[src/fpa_pkg.sv]
// ----------------------------------------------------------------------------
// fpa_pkg
// Shared types and codes for the fixed-point ALU.
// ----------------------------------------------------------------------------
package fpa_pkg;

	localparam logic [3:0] ACT_ADD  = 4'd0;
	localparam logic [3:0] ACT_SUB  = 4'd1;
	localparam logic [3:0] ACT_MUL  = 4'd2;
	localparam logic [3:0] ACT_DIV  = 4'd3;
	localparam logic [3:0] ACT_GT   = 4'd4;
	localparam logic [3:0] ACT_LT   = 4'd5;
	localparam logic [3:0] ACT_GE   = 4'd6;
	localparam logic [3:0] ACT_LE   = 4'd7;
	localparam logic [3:0] ACT_EQ   = 4'd8;
	localparam logic [3:0] ACT_NE   = 4'd9;
	localparam logic [3:0] ACT_MIN  = 4'd10;
	localparam logic [3:0] ACT_MAX  = 4'd11;
	localparam logic [3:0] ACT_INC  = 4'd12;
	localparam logic [3:0] ACT_DEC  = 4'd13;
	localparam logic [3:0] ACT_FINT = 4'd14;
	localparam logic [3:0] ACT_TINT = 4'd15;

	localparam logic [1:0] KIND_SIMPLE = 2'd0;
	localparam logic [1:0] KIND_MUL    = 2'd1;
	localparam logic [1:0] KIND_DIV    = 2'd2;

	typedef struct packed {
		logic [1:0]  kind;
		logic [3:0]  action;
		logic [31:0] a;
		logic [31:0] b;
	} entry_t;

endpackage

[src/fpa_front.sv]
// ----------------------------------------------------------------------------
// fpa_front
// Accepts requests and tags each with the execution unit it needs.
// ----------------------------------------------------------------------------
module fpa_front (
	input  logic                 valid,
	output logic                 ready,
	input  logic [3:0]           action,
	input  logic [31:0]          operand_a,
	input  logic [31:0]          operand_b,
	output logic                 push,
	output fpa_pkg::entry_t      push_entry,
	input  logic                 q_full
);
	always_comb begin
		case (action)
			fpa_pkg::ACT_MUL: push_entry.kind = fpa_pkg::KIND_MUL;
			fpa_pkg::ACT_DIV: push_entry.kind = fpa_pkg::KIND_DIV;
			default:          push_entry.kind = fpa_pkg::KIND_SIMPLE;
		endcase
		push_entry.action = action;
		push_entry.a      = operand_a;
		push_entry.b      = operand_b;
	end

	assign ready = !q_full;
	assign push  = valid && !q_full;
endmodule

[src/fpa_queue.sv]
// ----------------------------------------------------------------------------
// fpa_queue
// Two-entry request queue between front and back.
// ----------------------------------------------------------------------------
module fpa_queue (
	input  logic            clk,
	input  logic            arst_n,
	input  logic            push,
	input  fpa_pkg::entry_t push_entry,
	output logic            full,
	input  logic            pop,
	output logic            head_valid,
	output fpa_pkg::entry_t head
);
	fpa_pkg::entry_t mem_q [2];
	logic            wr_ptr_q;
	logic            rd_ptr_q;
	logic [1:0]      count_q;

	assign full       = count_q == 2'd2;
	assign head_valid = count_q != 2'd0;
	assign head       = mem_q[rd_ptr_q];

	always_ff @(posedge clk) begin
		if (push) mem_q[wr_ptr_q] <= push_entry;
	end

	always_ff @(posedge clk or negedge arst_n) begin
		if (!arst_n) begin
			wr_ptr_q <= 1'b0;
			rd_ptr_q <= 1'b0;
			count_q  <= 2'd0;
		end else begin
			if (push) wr_ptr_q <= !wr_ptr_q;
			if (pop)  rd_ptr_q <= !rd_ptr_q;
			count_q <= count_q + 2'(push) - 2'(pop);
		end
	end
endmodule

[src/fpa_back.sv]
// ----------------------------------------------------------------------------
// fpa_back
// Execution unit: simple ops, two-step multiply, bit-serial divide.
// ----------------------------------------------------------------------------
module fpa_back #(
	parameter int FRAC_BITS = 8,
	parameter int WORD_BITS = 32
) (
	input  logic                  clk,
	input  logic                  arst_n,
	input  logic                  head_valid,
	input  fpa_pkg::entry_t       head,
	output logic                  pop,
	output logic                  valid,
	input  logic                  ready,
	output logic signed [31:0]    result_value,
	output logic                  compare_true,
	output logic                  divide_by_zero
);
	localparam int W  = WORD_BITS;
	localparam int F  = FRAC_BITS;
	localparam int D  = W + F;
	localparam int CW = $clog2(D + 1);

	localparam logic [1:0] ST_IDLE = 2'd0;
	localparam logic [1:0] ST_MUL  = 2'd1;
	localparam logic [1:0] ST_DIV  = 2'd2;

	localparam logic [2*W-1:0] MUL_RND = {{(2*W-F){1'b0}}, {F{1'b1}}};
	localparam logic [W-1:0]   TINT_RND = {{(W-F){1'b0}}, {F{1'b1}}};

	logic [1:0]          st_q;
	logic                out_valid_q;
	logic signed [W-1:0] res_q;
	logic                cmp_q;
	logic                dz_q;

	logic signed [2*W-1:0] prod_s1;

	logic [W-1:0]  rem_q;
	logic [D-1:0]  quo_q;
	logic [W-1:0]  den_q;
	logic          neg_q;
	logic          zero_q;
	logic [CW-1:0] cnt_q;

	logic signed [W-1:0] a_w, b_w;
	logic                out_free;
	logic signed [W-1:0] s_res;
	logic                s_cmp;
	logic [W-1:0]        mag_a, mag_b;
	logic [2*W-1:0]      mul_adj;
	logic signed [2*W-1:0] mul_sh;
	logic [W-1:0]        tint_adj;
	logic [W:0]          rem_sh, diff;
	logic [D-1:0]        quo_signed;
	logic                load_out;
	logic signed [W-1:0] load_res;
	logic                load_cmp, load_dz;

	assign a_w      = $signed(head.a[W-1:0]);
	assign b_w      = $signed(head.b[W-1:0]);
	assign out_free = !out_valid_q || ready;
	assign mag_a    = a_w[W-1] ? W'(-a_w) : W'(a_w);
	assign mag_b    = b_w[W-1] ? W'(-b_w) : W'(b_w);

	always_comb begin
		s_res    = '0;
		s_cmp    = 1'b0;
		tint_adj = W'(a_w) + (a_w[W-1] ? TINT_RND : '0);
		case (head.action)
			fpa_pkg::ACT_ADD:  s_res = a_w + b_w;
			fpa_pkg::ACT_SUB:  s_res = a_w - b_w;
			fpa_pkg::ACT_GT:   s_cmp = a_w > b_w;
			fpa_pkg::ACT_LT:   s_cmp = a_w < b_w;
			fpa_pkg::ACT_GE:   s_cmp = a_w >= b_w;
			fpa_pkg::ACT_LE:   s_cmp = a_w <= b_w;
			fpa_pkg::ACT_EQ:   s_cmp = a_w == b_w;
			fpa_pkg::ACT_NE:   s_cmp = a_w != b_w;
			fpa_pkg::ACT_MIN:  s_res = (a_w > b_w) ? b_w : a_w;
			fpa_pkg::ACT_MAX:  s_res = (a_w > b_w) ? a_w : b_w;
			fpa_pkg::ACT_INC:  s_res = a_w + W'(1);
			fpa_pkg::ACT_DEC:  s_res = a_w - W'(1);
			fpa_pkg::ACT_FINT: s_res = a_w <<< F;
			fpa_pkg::ACT_TINT: s_res = $signed(tint_adj) >>> F;
			default:           s_res = '0;
		endcase
	end

	// truncate toward zero: bias negative products before the shift
	assign mul_adj = prod_s1 + (prod_s1[2*W-1] ? MUL_RND : '0);
	assign mul_sh  = $signed(mul_adj) >>> F;

	assign rem_sh     = {rem_q, quo_q[D-1]};
	assign diff       = rem_sh - {1'b0, den_q};
	assign quo_signed = neg_q ? D'(-quo_q) : quo_q;

	always_comb begin
		pop      = 1'b0;
		load_out = 1'b0;
		load_res = s_res;
		load_cmp = s_cmp;
		load_dz  = 1'b0;
		case (st_q)
			ST_IDLE: begin
				if (head_valid && (head.kind != fpa_pkg::KIND_SIMPLE || out_free)) begin
					pop      = 1'b1;
					load_out = head.kind == fpa_pkg::KIND_SIMPLE;
				end
			end
			ST_MUL: begin
				load_out = out_free;
				load_res = mul_sh[W-1:0];
				load_cmp = 1'b0;
			end
			ST_DIV: begin
				load_out = out_free && cnt_q == '0;
				load_res = zero_q ? '0 : $signed(quo_signed[W-1:0]);
				load_cmp = 1'b0;
				load_dz  = zero_q;
			end
			default: ;
		endcase
	end

	always_ff @(posedge clk) begin
		if (pop && head.kind == fpa_pkg::KIND_MUL) prod_s1 <= a_w * b_w;
		if (pop && head.kind == fpa_pkg::KIND_DIV) begin
			rem_q  <= '0;
			quo_q  <= {mag_a, {F{1'b0}}};
			den_q  <= mag_b;
			neg_q  <= a_w[W-1] ^ b_w[W-1];
			zero_q <= b_w == '0;
		end else if (st_q == ST_DIV && cnt_q != '0) begin
			rem_q <= diff[W] ? rem_sh[W-1:0] : diff[W-1:0];
			quo_q <= {quo_q[D-2:0], !diff[W]};
		end
		if (load_out) begin
			res_q <= load_res;
			cmp_q <= load_cmp;
			dz_q  <= load_dz;
		end
	end

	always_ff @(posedge clk or negedge arst_n) begin
		if (!arst_n) begin
			st_q        <= ST_IDLE;
			out_valid_q <= 1'b0;
			cnt_q       <= '0;
		end else begin
			if (load_out)   out_valid_q <= 1'b1;
			else if (ready) out_valid_q <= 1'b0;
			case (st_q)
				ST_IDLE: begin
					if (pop && head.kind == fpa_pkg::KIND_MUL) st_q <= ST_MUL;
					if (pop && head.kind == fpa_pkg::KIND_DIV) begin
						st_q  <= ST_DIV;
						cnt_q <= CW'(D);
					end
				end
				ST_MUL: if (load_out) st_q <= ST_IDLE;
				ST_DIV: begin
					if (cnt_q != '0) cnt_q <= cnt_q - CW'(1);
					if (load_out) st_q <= ST_IDLE;
				end
				default: st_q <= ST_IDLE;
			endcase
		end
	end

	assign valid          = out_valid_q;
	assign result_value   = 32'(res_q);
	assign compare_true   = cmp_q;
	assign divide_by_zero = dz_q;
endmodule

[src/fixed_point_alu_unit.sv]
// ----------------------------------------------------------------------------
// fixed_point_alu_unit
// Signed fixed-point ALU with decoupled issue queue and execution unit.
// ----------------------------------------------------------------------------
// Input channel: in_valid/in_ready with action, operand_a, operand_b.
// Output channel: out_valid/out_ready with result_value, compare_true and
// divide_by_zero, one result per request, in request order.
// Requests enter a two-entry queue; the execution unit drains it.
// Add, sub, compares, min/max, inc/dec and conversions: one request per cycle,
// back to back unless the output stalls; each leaves the queue, then is registered.
// Multiply: in the execution unit, a product register, then the truncating
// shift into the output register.
// Divide: the restoring divider forms one quotient bit per cycle and takes no
// new request meanwhile; divide by zero still runs every quotient step.
// Reset clears the queue, the sequencer and the output valid.
// A stalled receiver holds the output register; the queue then fills and
// in_ready drops once two requests wait in it.
// ----------------------------------------------------------------------------
module fixed_point_alu_unit #(
	parameter int FRAC_BITS = 8,
	parameter int WORD_BITS = 32
) (
	input  logic               clk,
	input  logic               arst_n,
	input  logic               in_valid,
	output logic               in_ready,
	input  logic [3:0]         action,
	input  logic signed [31:0] operand_a,
	input  logic signed [31:0] operand_b,
	output logic               out_valid,
	input  logic               out_ready,
	output logic signed [31:0] result_value,
	output logic               compare_true,
	output logic               divide_by_zero
);
	logic            push, q_full, pop, head_valid;
	fpa_pkg::entry_t push_entry, head;

	fpa_front u_front (
		.valid      (in_valid),
		.ready      (in_ready),
		.action     (action),
		.operand_a  (operand_a),
		.operand_b  (operand_b),
		.push       (push),
		.push_entry (push_entry),
		.q_full     (q_full)
	);

	fpa_queue u_queue (
		.clk        (clk),
		.arst_n     (arst_n),
		.push       (push),
		.push_entry (push_entry),
		.full       (q_full),
		.pop        (pop),
		.head_valid (head_valid),
		.head       (head)
	);

	fpa_back #(
		.FRAC_BITS (FRAC_BITS),
		.WORD_BITS (WORD_BITS)
	) u_back (
		.clk            (clk),
		.arst_n         (arst_n),
		.head_valid     (head_valid),
		.head           (head),
		.pop            (pop),
		.valid          (out_valid),
		.ready          (out_ready),
		.result_value   (result_value),
		.compare_true   (compare_true),
		.divide_by_zero (divide_by_zero)
	);
endmodule
[config.mk]
export PLATFORM = sky130hd
export DESIGN_NAME = fixed_point_alu_unit
export DESIGN_NICKNAME = d
export VERILOG_FILES = /design/src/fpa_pkg.sv /design/src/fpa_front.sv /design/src/fpa_queue.sv /design/src/fpa_back.sv /design/src/fixed_point_alu_unit.sv
export SDC_FILE = /design/constraint.sdc
export NUM_CORES = 2
export LEC_CHECK = 0
export ABC_AREA = 1
export BUFFER_PORTS_ARGS = -buffer_cell sky130_fd_sc_hd__buf_4
export CAP_MARGIN = 25
export CORE_MARGIN = 2
export CORE_UTILIZATION = 45
export DETAILED_ROUTE_END_ITERATION = 6
export HOLD_SLACK_MARGIN = 0.12
export SYNTH_ARGS = -nofsm -noshare
export SYNTH_HDL_FRONTEND = slang
export SYNTH_SLANG_ARGS = --single-unit
export TNS_END_PERCENT = 5
[constraint.sdc]
create_clock -name clk -period 25.6 [get_ports clk]
set_clock_uncertainty 0.1 [all_clocks]
set_input_delay 1.28 -clock clk [delete_from_list [all_inputs] [get_ports clk]]
set_output_delay 1.28 -clock clk [all_outputs]
set_load 0.01 [all_outputs]
# Word level (Yosys, flattened, before mapping)

Memories as Yosys holds them, arrays and structs flattened.
Cells that the tools add are included.

Bits in registers: 217
Latch bits: 0
Memory bits (writable): 140
ROM bits: 0
Input port bits: 72
Output and inout port bits: 36
Word-level logic and storage cells: 120
Memories: 1

$add $sub $neg: 13
Multiply operators: 1
Divide/modulo/power cells: 0
$lt $le $gt $ge: 4
Eq/ne operators: 26
Shifts and indexed selects: 0
Mux-type cells: 30
Bitwise logic cells: 1
Reductions and logical operators: 27

Memories:

| memory        | depth | width | read ports | clocked after memory_dff | write ports | RTL line        | RTL |
|---|---|---|---|---|---|---|---|
| u_queue.mem_q | 2     | 70    | 1          | 0                        | 1           | fpa_queue.sv:15 | `fpa_pkg::entry_t mem_q [2];` |

Operator list:

| kind                  | count |
|---|---|
| $pmux 32 s8           | 1 |
| $mux 32               | 6 |
| $neg 32->32           | 3 |
| $mux 40               | 2 |
| $mul 32x32->64        | 1 |
| $pmux 32 s2           | 1 |
| $add 40x40->40        | 1 |
| $sub 33x32->33        | 1 |
| $add 32x2->32 const B | 1 |
| $add 32x32->32        | 1 |
| $add 32x8->32         | 1 |
| $eq 32x32->1          | 1 |
| $eq 4x4->1 const B    | 8 |
| $ge 32x32->1          | 1 |
| $gt 32x32->1          | 1 |
| $le 32x32->1          | 1 |
| $logic_not 32->1      | 1 |
| $lt 32x32->1          | 1 |
| $ne 32x32->1          | 1 |
| $sub 32x2->32 const B | 1 |
| $sub 32x32->32        | 1 |
| $mux 31               | 1 |
| $eq 4x3->1 const B    | 4 |
| $mux 8                | 2 |
| 29 further kinds      | 59 |

# Longest topological paths before layout

Depth in word-level cells: 10
Gate-level depth with buffers: 37
Mapped depth without buffers: 31

# Hierarchy

A second synthesis with hierarchy kept.

Cell total of the unflattened synthesis: 8150
Area, all modules: 63051.7 µm²

By module, submodules not included:

| module    | times used | cells each | area an instance (µm²) | sequential area each (µm²) |
|---|---|---|---|---|
| fpa_back  | 1          | 7681       | 57071.0                | 5260.0 |
| fpa_queue | 1          | 390        | 5429.0                 | 4304.1 |
| fpa_front | 1          | 79         | 551.8                  | 0.0 |

# Least setup slack after synthesis

No wires, ideal clock.

Kind: register -> register
From: reg u_queue.rd_ptr_q
To: reg u_back.prod_s1[63], data pin
Library setup time: 260 ps
Data arrival time: 7915 ps
Data required time: 25240 ps
Setup slack: 17325 ps
Cell stages (with the launch flop): 33
Buffers on the path: 6
Period minus slack after synthesis: 8275 ps
Cells stage by stage: dfrtp_1 -> buf_6 -> inv_4 -> buf_6 -> buf_6 -> nand2_1 -> nand2_2 -> inv_1 -> clkbuf_1 -> clkbuf_1 -> clkbuf_1 -> nor2_1 -> fa_1 -> inv_1 -> fa_1 -> inv_1 -> fa_1 -> fa_1 -> inv_1 -> fa_1 -> inv_1 -> fa_1 -> inv_1 -> fa_1 -> inv_1 -> fa_1 -> ha_1 -> a21oi_1 -> o21a_1 -> o211ai_1 -> a221oi_1 -> nand2_1 -> xnor2_1

Cells in the longest elaborated chain, start to end: 2

RTL lines:

| element                  | RTL line        | RTL |
|---|---|---|
| start: declaration       | fpa_queue.sv:17 | `logic rd_ptr_q;` |
| start signal: assignment | fpa_queue.sv:35 | `if (pop) rd_ptr_q <= !rd_ptr_q;` |
| $mem_v2 2x70             | --              |  |
| $mul 32x32->64           | fpa_back.sv:127 | `if (pop && head.kind == fpa_pkg::KIND_MUL) prod_s1 <= a_w * b_w;` |
| end signal: assignment   | fpa_back.sv:127 |  |
| end: declaration         | fpa_back.sv:38  | `logic signed [2*W-1:0] prod_s1;` |

Every way passes these cells.
A chain may end at the register's enable or synchronous reset.

# Worst setup path after layout

Ends and elaborated chain as after synthesis.

==> results.yml <==
run_status:
  status: "complete, no violations"
worst_setup_path:
  crit_top_cell: "fa_1"
  cp-start-kind: "flip-flop"
  cp-startpoint: "u_queue.rd_ptr_q"
  critPathKind: "reg2reg"
  cp_num_buf_inv: 9
  critPathCapture: "u_back.prod_s1[63]"
  end_kind: "flip-flop"
  cpMaxStageDelayCell: "dfrtp_4"
  critical_path.max_stage_delay_ns: 0.76
  worst_ep_arrival_time_ns: 10.97
  crit_family: "adder cells"
  path_depth: 28
  worstPathRequired_ns: 25.82
  worstReg2RegEnd: "u_back.prod_s1[63]"
  ff2ff_setup_slack_ns: 14.85
  r2r-start: "u_queue.rd_ptr_q"
  reg2regPathDepth: 28
  worstPathMaxFanout: 56
cells_and_area:
  fill_cells: 13180
  drive_gt1_share_pct: 5.669
  seq_area_um2: 9568
  nets: 8995
  syn2layout_area_growth_pct: 6.923
  multiInputGateArea_um2: 43880
grt:
  grt_pass1_wl_um: 346200
  grt_pass1_vias: 53020
  grt_overflow: 0
  antenna_found_initial: 8
  grt.total_usage_pct: 34.24
  grt_max_degree: 120
clock_tree:
  cts_tree: "built"
  cts_max_path_buffers: 3
  cts.repair.resized: 0
  clk_pin_slew_ns: 0.06
  ctsHoldBuffers: 0
  root_buffer: "clkbuf_16"
  numCtsBuffers: 39
  postCtsSetupRepairBufs: 0
  clkLatencyLatePin_ns: 0.59
  cts.sinks: 334
  h-tree-depth: 2
floorplan:
  ios: 108
  die_width_um: 370.8
  row_count: 134
  die_h_um: 370.8
  core_area_um2: 133500
  die-area_um2: 137500
  start_util_pct: 45.37
yosys:
  synth_commonest_cells: "nand2_1 (1688), inv_1 (1537), fa_1 (1085), nor2_1 (768), ha_1 (336)"
  synth_area_um2: 60550
  synth_cells: 7532
  synth_top_area_share_pct: 35.87
  synth_nets: 9025
  synth_warnings: 0
  synthMostInstantiatedCell: "nand2_1"
  synth.distinct_cells: 65
  yosysTopAreaCell: "fa_1"
  async_flop_share_pct: 3.892
  synth_edf_count: 281
  synthTopCellsByArea: "fa_1 (36%), edfxtp_1 (14%), nand2_1 (10%)"
  ys_ff_latch: 334
  synth_ff_type: "edfxtp_1"
  synth.avg_cell_area_um2: 8.039
  seq_area_frac_synth_pct: 15.80
sta:
  setup-violations-final: 0
  min_period_ns: 10.75
  tightest_slew_ns: 1.111
  max_clock_freq_ghz: 0.09303
  tns_ns: 0
  final_max_slew_viol_count: 0
  slew_headroom_pct: 25.65
  period_share_pct: 41.99
  rsz0062_at_grt: "false"
  hold_viol: 0
routing:
  vias_per_cell: 5.673
  drt_iter0_markers: 5810
  ant_nets: 0
  drc: 0
  drt-total-wl_um: 231400
  firstDrtPassIters: 7
  avgRoutedWirePerCell_um: 24.87
  num_vias: 52790
placement:
  place.gp.congestion: 1.036
  dp_hpwl_um: 177800
  port_buffers: 107
min_path:
  hold_path.class: "reg2reg"
run:
  drv_cap: 0
## registers in the layout, indices dropped and copies added (netlist names), 2 cells and up
register and count:
u_queue.mem_q 140, u_back.prod_s1 41, u_back.quo_q 40, u_back.den_q 32, u_back.rem_q 32, u_back.result_value 32, u_back.cnt_q 6, u_back.st_q 2
u_queue.count_q 2
## worst min-delay path by stage
stage / startpoint / to / slack [ns] / cells after the start
2_1_floorplan: u_back.rem_q[31] / u_back.rem_q[31] / 0.34 / 2
3_3_place_gp: u_back.rem_q[3] / u_back.rem_q[3] / 0.36 / 2
3_5_place_dp: u_back.rem_q[1] / u_back.rem_q[1] / 0.37 / 2
4_1_cts: u_back.rem_q[27] / u_back.rem_q[27] / 0.37 / 2
5_1_grt: u_back.rem_q[27] / u_back.rem_q[27] / 0.39 / 2
6_report: u_back.rem_q[1] / u_back.rem_q[1] / 0.37 / 2
## routing by layer
layer	vias up	GRT usage, %	routed length [um]
met5	-	0.06993	24
met4	4	18.46	15400
met3	769	7.342	24650
met2	3026	53.34	102700
met1	26030	44.66	88640
li1	22960	-	-
## cells in the final DEF, fill, tap and decap left out, types with 7 or more instances in the layout
cell type / instances
o211ai_1: 69
xor2_1: 74
edfxtp_1: 281
nand4_1: 75
nor2_4: 9
dfxtp_1: 40
clkinv_1: 20
nand2_2: 20
o21ai_0: 265
nand2_1: 1687
clkbuf_1: 8
inv_2: 16
inv_1: 1532
nand3b_1: 19
dfrtp_1: 12
or2_1: 7
xnor2_1: 44
or2_2: 15
nor2_1: 763
nor4_1: 20
a31oi_1: 16
buf_4: 245
clkbuf_16: 39
a21boi_0: 10
fa_1: 1085
a21oi_1: 253
a21o_1: 26
o21bai_1: 14
nor2_2: 11
o22ai_1: 27
nand3_1: 249
nor3_1: 87
a211oi_1: 7
o21ai_1: 27
o31ai_1: 15
o21ai_4: 7
o21ai_2: 26
ha_1: 336
## metrics by stage
step	setup slack [ns]	util [%]	std cells	cell area, um2	hold slack, ns
2_1_floorplan	17.32	-	7532	60550	0.3440
3_3_place_gp	14.40	47.48	9225	63370	0.3624
3_5_place_dp	15.03	47.49	9226	63370	0.3650
4_1_cts	14.98	48.44	9297	64650	0.3747
5_1_grt	14.52	48.50	9300	64720	0.3875
6_report	14.85	48.51	9306	64740	0.3734
## cells by family after synthesis
logic type	synth area share, %
compound gates	7.501
xor+xnor	1.707
fa+ha+maj	42.82
buf+inv	11.94
flops	15.80
simple gates	20.24
## worst min-delay path, delay by kind of cell, from the launching register on
family,cells,cell delay [ns]
simple gates,2,0.10
flops,1,0.32
## area by class of cell
cell class / count / share of cell area (%)
timing repair buffer: 248 / 2.949
antenna: 6 / 0.02319
sequential: 334 / 14.78
multi-input combinational: 5315 / 67.78
inverter: 1564 / 9.072
tap: 1768 / 3.417
clock buffer: 47 / 1.554
clock inverter: 24 / 0.4213
Power is left out: the tool's default activity adds up to more than one toggle a clock period on the data nets, which glitch-free logic cannot reach.
